## src/hdl/cbad_pkg.sv

```systemverilog
// Shared types and constants for the console bus address decoder.
// No dependencies; imported by console_bus_address_decoder.
package cbad_pkg;

    localparam int unsigned RamBanksDefault  = 32;
    localparam int unsigned BiosBanksDefault = 8;

    localparam int unsigned InDataW  = 72;
    localparam int unsigned OutDataW = 96;

    typedef logic [2:0] target_t;

    localparam target_t TargetNone    = 3'd0;
    localparam target_t TargetRam     = 3'd1;
    localparam target_t TargetPort    = 3'd2;
    localparam target_t TargetScratch = 3'd3;
    localparam target_t TargetHwReg   = 3'd4;
    localparam target_t TargetBios    = 3'd5;

    localparam logic [1:0] SizeByte = 2'd0;
    localparam logic [1:0] SizeHalf = 2'd1;

    localparam logic [15:0] SegPort     = 16'h1f00;
    localparam logic [15:0] SegIo       = 16'h1f80;
    localparam logic [31:0] HwRegStart  = 32'h1f80_1000;
    localparam logic [12:0] RamIdxLimit = 13'h0080;
    localparam logic [12:0] BiosIdxBase = 13'h1fc0;
    localparam logic [2:0]  BaseKseg0   = 3'b000;
    localparam logic [2:0]  BaseKseg1   = 3'b100;
    localparam logic [2:0]  BaseKseg2   = 3'b101;

    localparam logic [31:0] CtrlAddr    = 32'hfffe_0130;
    localparam logic [31:0] IsoEnterA   = 32'h0000_0800;
    localparam logic [31:0] IsoEnterB   = 32'h0000_0804;
    localparam logic [31:0] IsoLeaveA   = 32'h0000_0000;
    localparam logic [31:0] IsoLeaveB   = 32'h0001_e988;

    typedef struct packed {
        logic [1:0]  access_size;
        logic [31:0] bus_address;
        logic [31:0] store_value;
        logic        kind;
    } access_t;

    typedef struct packed {
        logic        cycle_cost;
        logic        icache_flush;
        logic [31:0] invalidate_address;
        logic        invalidate_request;
        logic [31:0] store_data;
        logic        read_zero;
        logic        do_store;
        logic [20:0] region_offset;
        target_t     target;
    } result_t;

endpackage

```

## src/hdl/console_bus_address_decoder.sv

```systemverilog
// Top level of the console bus address decoder: input register, decode, result register.
// Depends on cbad_pkg.
//
//  channel | dir | handshake          | payload
//  s_      | in  | s_tvalid/s_tready  | s_tuser kind, s_tdata size, address, store value
//  m_      | out | m_tvalid/m_tready  | m_tdata target, offset, store, zero, data, inval, flush, cost
//
// One item per cycle while m_ is not stalled; an accepted item passes the input register and
// then the result register around the decode before it is on m_.
// aresetn (synchronous, active low) empties both stages and clears isolation.
// A stalled m_ side holds the result; s_ keeps accepting until both stages are full.
module console_bus_address_decoder #(
    parameter int unsigned RAM_BANKS  = cbad_pkg::RamBanksDefault,
    parameter int unsigned BIOS_BANKS = cbad_pkg::BiosBanksDefault
) (
    input  logic                          aclk,
    input  logic                          aresetn,
    input  logic                          s_tvalid,
    output logic                          s_tready,
    // [1:0] access_size, [33:2] bus_address, [65:34] store_value, [71:66] zero
    input  logic [cbad_pkg::InDataW-1:0]  s_tdata,
    // [0] kind
    input  logic                          s_tuser,
    output logic                          m_tvalid,
    input  logic                          m_tready,
    // [2:0] target, [23:3] region_offset, [24] do_store, [25] read_zero,
    // [57:26] store_data, [58] invalidate_request, [90:59] invalidate_address,
    // [91] icache_flush, [92] cycle_cost, [95:93] zero
    output logic [cbad_pkg::OutDataW-1:0] m_tdata
);
    import cbad_pkg::*;

    logic    in_valid_reg;
    access_t in_reg;
    logic    out_valid_reg;
    result_t out_reg;
    logic    iso_reg;
    logic    iso_next;
    logic    advance;
    result_t res;

    logic [6:0]  ram_bank_lut [128];
    logic [15:0] seg;
    logic [12:0] idx;
    logic [12:0] bios_idx;
    logic        base_ok;
    logic        word;
    logic        is_write;
    logic        writable;

    for (genvar i = 0; i < 128; i++) begin : g_bank_lut
        assign ram_bank_lut[i] = 7'(i % RAM_BANKS);
    end

    assign advance  = in_valid_reg && (!out_valid_reg || m_tready);
    assign s_tready = !in_valid_reg || advance;
    assign m_tvalid = out_valid_reg;
    assign m_tdata  = {{(OutDataW - $bits(result_t)){1'b0}}, out_reg};

    assign seg      = in_reg.bus_address[31:16];
    assign idx      = seg[12:0];
    assign bios_idx = idx - BiosIdxBase;
    assign base_ok  = (seg[15:13] == BaseKseg0) || (seg[15:13] == BaseKseg1)
                   || (seg[15:13] == BaseKseg2);
    assign word     = in_reg.access_size[1];
    assign is_write = in_reg.kind;

    always_comb begin
        res      = '0;
        iso_next = iso_reg;

        if (base_ok && idx < RamIdxLimit) begin
            res.target        = TargetRam;
            res.region_offset = {ram_bank_lut[idx[6:0]][4:0], in_reg.bus_address[15:0]};
        end else if (seg == SegPort) begin
            res.target        = TargetPort;
            res.region_offset = {5'd0, in_reg.bus_address[15:0]};
        end else if (seg == SegIo) begin
            res.target        = (in_reg.bus_address < HwRegStart) ? TargetScratch : TargetHwReg;
            res.region_offset = {5'd0, in_reg.bus_address[15:0]};
        end else if (base_ok && idx >= BiosIdxBase && bios_idx < 13'(BIOS_BANKS)) begin
            res.target        = TargetBios;
            res.region_offset = {bios_idx[4:0], in_reg.bus_address[15:0]};
        end

        res.cycle_cost = is_write || (in_reg.access_size != SizeByte);
        writable = (res.target == TargetPort) || (res.target == TargetRam && !iso_reg);

        if (!is_write) begin
            res.read_zero = (res.target == TargetNone);
        end else begin
            case (in_reg.access_size)
                SizeByte: res.store_data = {24'd0, in_reg.store_value[7:0]};
                SizeHalf: res.store_data = {16'd0, in_reg.store_value[15:0]};
                default:  res.store_data = in_reg.store_value;
            endcase
            if (res.target == TargetScratch || res.target == TargetHwReg) begin
                res.do_store = 1'b1;
            end else if (writable) begin
                res.do_store           = 1'b1;
                res.invalidate_request = 1'b1;
                res.invalidate_address = word ? in_reg.bus_address
                                              : {in_reg.bus_address[31:2], 2'b00};
            end else if (word) begin
                if (in_reg.bus_address != CtrlAddr) begin
                    if (iso_reg) begin
                        res.invalidate_request = 1'b1;
                        res.invalidate_address = in_reg.bus_address;
                    end
                end else if (in_reg.store_value == IsoEnterA
                          || in_reg.store_value == IsoEnterB) begin
                    if (!iso_reg) begin
                        iso_next         = 1'b1;
                        res.icache_flush = 1'b1;
                    end
                end else if (in_reg.store_value == IsoLeaveA
                          || in_reg.store_value == IsoLeaveB) begin
                    iso_next = 1'b0;
                end
            end
        end
    end

    always_ff @(posedge aclk) begin
        if (!aresetn) begin
            in_valid_reg  <= 1'b0;
            out_valid_reg <= 1'b0;
            iso_reg       <= 1'b0;
        end else begin
            if (s_tvalid && s_tready) begin
                in_valid_reg <= 1'b1;
            end else if (advance) begin
                in_valid_reg <= 1'b0;
            end
            if (advance) begin
                out_valid_reg <= 1'b1;
                iso_reg       <= iso_next;
            end else if (m_tready) begin
                out_valid_reg <= 1'b0;
            end
        end
    end

    always_ff @(posedge aclk) begin
        if (s_tvalid && s_tready) begin
            in_reg.kind        <= s_tuser;
            in_reg.access_size <= s_tdata[1:0];
            in_reg.bus_address <= s_tdata[33:2];
            in_reg.store_value <= s_tdata[65:34];
        end
        if (advance) begin
            out_reg <= res;
        end
    end

    a_flush_enters_isolation: assert property (@(posedge aclk) disable iff (!aresetn)
        advance && res.icache_flush |=> iso_reg)
        else $error("icache flush without entering isolation");

    a_iso_only_on_advance: assert property (@(posedge aclk) disable iff (!aresetn)
        !advance |=> $stable(iso_reg))
        else $error("isolation changed without an item");

    a_read_zero_unmapped: assert property (@(posedge aclk) disable iff (!aresetn)
        out_valid_reg && out_reg.read_zero |-> !out_reg.do_store
            && out_reg.target == TargetNone && out_reg.store_data == 32'd0)
        else $error("read_zero on a mapped or storing item");

    a_inval_addr_clear: assert property (@(posedge aclk) disable iff (!aresetn)
        out_valid_reg && !out_reg.invalidate_request |-> out_reg.invalidate_address == 32'd0)
        else $error("invalidate address set without request");

endmodule
```

## config.mk

```make
export PLATFORM = sky130hd
export DESIGN_NAME = console_bus_address_decoder
export DESIGN_NICKNAME = d
export VERILOG_FILES = /design/src/hdl/cbad_pkg.sv /design/src/hdl/console_bus_address_decoder.sv
export SDC_FILE = /design/constraint.sdc
export NUM_CORES = 1
export LEC_CHECK = 0
export ABC_AREA = 1
export BUFFER_PORTS_ARGS = -buffer_cell sky130_fd_sc_hd__buf_2
export CORE_ASPECT_RATIO = 0.6
export CORE_MARGIN = 5
export CORE_UTILIZATION = 52
export CTS_BUF_LIST = sky130_fd_sc_hd__clkbuf_16
export DETAILED_ROUTE_END_ITERATION = 6
export GPL_TIMING_DRIVEN = 0
export PLACE_DENSITY = 0.88
export SLEW_MARGIN = 15
export SYNTH_ARGS = -nofsm -noshare
export SYNTH_HDL_FRONTEND = slang
export SYNTH_SLANG_ARGS = --single-unit
```

## constraint.sdc

```tcl
create_clock -name aclk -period 3.7 [get_ports aclk]
set_input_delay 0.37 -clock aclk [delete_from_list [all_inputs] [get_ports aclk]]
set_output_delay 0.37 -clock aclk [all_outputs]
set_load 0.02 [all_outputs]
```

==> impl_metrics.tcl <==
set metrics [dict create \
    dieArea_mm2 0.0151 \
    fin_crit_ns 2.28 \
    area_growth_pct 25.4 \
    yosys_warnings 0 \
    antenna_cells 0 \
    synth_edf_count 160 \
    rsz0062_at_grt "false" \
    wl_met2_mm 6.39 \
    drv_slew 0 \
    maxCapViolCount 0 \
    cp_data_arrival_time_ns 2.43 \
    largest_reg_flops 93 \
    tritoncts "done" \
    cts_resized 0 \
    power_density_mw_per_mm2 511 \
    skew_ns 0.0108 \
    num_io_pins 175 \
    final_nets 753 \
    fin_ws_ns 1.42 \
    track_usage 0.183 \
    root_buffer "clkbuf_16" \
    seq_power_share 0.515 \
    synthCells 485 \
    cts_buffers 17 \
    holdCritPathClass "in -> reg" \
    post-route-period-util 0.616 \
    p_total_uw 4220 \
    ctsHoldBuffers 0 \
    max_freq_mhz 439 \
    utilization 0.675 \
    wl_mm 13.6 \
    grt_pass1_wl_mm 21.4 \
    route.detailed.drc 0 \
    synth_top_area_cell "edfxtp_1" \
    switchingPower_uw 933 \
    postCtsSetupRepairBufs 0 \
    p_comb_frac 0.066 \
    drt-vias-per-instance 4.75 \
    grt_remaining_overflow 0 \
    async_reset_ff_frac 0 \
    clock_latency_ns 0.40 \
    rows 31 \
    grt_pass1_vias 4174 \
    fin_setup_tns_ns 0 \
    p_leak_uw 0.00350 \
    ys_seq_area_frac 0.740 \
    clock-sinks 163 \
    place_hpwl_mm 10.3 \
    p_sw_frac 0.221 \
    setup_viol 0 \
    avgSynthCellArea_um2 13.6 \
    synthTopCellsByArea "edfxtp_1 (73%), nor2_4 (4.6%), nor2_1 (4.5%)" \
    fillers 892 \
    pwr-share-clk 0.419 \
    relSlewSlack 0.442 \
    first_pass_iters 4 \
    synth_top_area_frac 0.731 \
    cp.required_ns 3.85 \
    antenna_found_initial 1 \
    critPathCaptureType "flip-flop" \
    grt_max_degree 68 \
    cts.reportedPaths.clkPinSlew_ns 0.06 \
    coreArea_mm2 0.0122 \
    route.top_layer_used "met5" \
    start_kind "flip-flop" \
    wl_per_cell_um 16.0 \
    met3_length_mm 1.36 \
    netlist_area_mm2 0.00657 \
    critPathKind "reg -> reg" \
    status "complete, no violations" \
    place_congestion 0.897 \
    synthFlopType "edfxtp_1" \
    ir_worst_vdd_mv 0.318 \
    clockBufferDepth 2 \
    drive_gt1_frac 0.390 \
    htreeDepth 4 \
    wl_met1_mm 5.82 \
    vias 4034 \
    antenna_left 0 \
    dr.first_iter.drc_count 193 \
    cp_max_fo 10 \
    yosys.cell_types.count 28 \
    initial_utilization 0.538 \
    finalHoldViolCount 0 \
    worst_pin_slew_ns 0.836 \
    p_int_uw 3280 \
    die_w_um 155 \
    dp_cells 818 \
    die_y_um 97.1 \
    stdcell_count 850 \
    ys_ff_latch 163 \
    pre_cts_ws_ns 1.41 \
    port_buffers 165 \
]
power groups by stage:
stage	Sequential (uW)	Combinational (uW)	Clock [uW]
after floorplan	2270	97.7	0
after global placement	2210	268	0
after detailed placement	2210	281	0
after CTS	2170	281	1800
after global routing	2180	303	1890
final	2170	278	1770
stage by stage:
| step | cell area [um^2] | hold WS, ns |
|---|---|---|
| final | 8250 | 0.139 |
| after global routing | 8250 | 0.112 |
| after CTS | 8250 | 0.117 |
| after detailed placement | 7640 | 0.520 |
| after global placement | 7610 | 0.482 |
| after floorplan | 6580 | 0.469 |
logic make-up after synthesis:
kind of cell	count (synthesis)	share of synthesized area
compound gates	5	0.00495
fa+ha+maj	4	0.00761
buf+inv	97	0.0645
flops	163	0.740
other cells	1	0.000570
simple gates	215	0.182
critical path: stages, from the launching register on:
cell	delay [ns]
edfxtp_1	0.44
inv_1	0.17
ha_1	0.26
inv_1	0.05
nand2_1	0.04
nor2_1	0.13
nand4_1	0.17
a21oi_2	0.23
nand4_4	0.13
nand4_4	0.16
buf_12	0.21
nor2_4	0.04
cell usage after synthesis (4+ instances only):
master and number:
inv_1 77, nor2_1 79, nand2_1 45, ha_1 4
nor3_1 13, nor2_2 6, edfxtp_1 160, inv_2 11
nor2_4 27, nand3_1 17, nand2_2 9, nand4_1 8
cell usage in the layout, fill, tap and decap left out, types with 6 or more instances in the layout:
cell and instances:
clkbuf_16 17, nor2_4 27, nand4_1 8, nor2_2 6, inv_1 76, nand2_1 45, nand2_2 9, buf_2 165
edfxtp_1 160, nor3_1 13, inv_2 11, nand3_1 17, nor2_1 79
area by class of cell:
type                    instances  area [um^2]  area share
flip-flops and latches        163         4860       0.590
well taps                     165          206      0.0250
repair buffers                166          846       0.103
clock inverters                15          181      0.0220
clock buffers                  17          425      0.0516
plain buffers                   9         93.8      0.0114
multi-input cells             227         1290       0.157
inverters                      88          335      0.0407
metal layers:
| layer | track usage | vias to the layer above |
|---|---|---|
| li1 | - | 1974 |
| met2 | 0.293 | 153 |
| met5 | 0 | - |
| met4 | 0.0427 | 2 |
| met1 | 0.236 | 1901 |
| met3 | 0.0761 | 4 |
final timing paths:
path,from,to,slack [ns],cells past startpoint
hold reg to reg,m_tvalid,m_tvalid,0.53,2
setup reg to reg,idx[6],m_tdata[80],1.42,11
setup / recovery,idx[6],m_tdata[80],1.42,11
hold / removal,s_tdata[42],in_reg[9],0.14,1
Note: power is estimated with default switching activity, not from simulation.
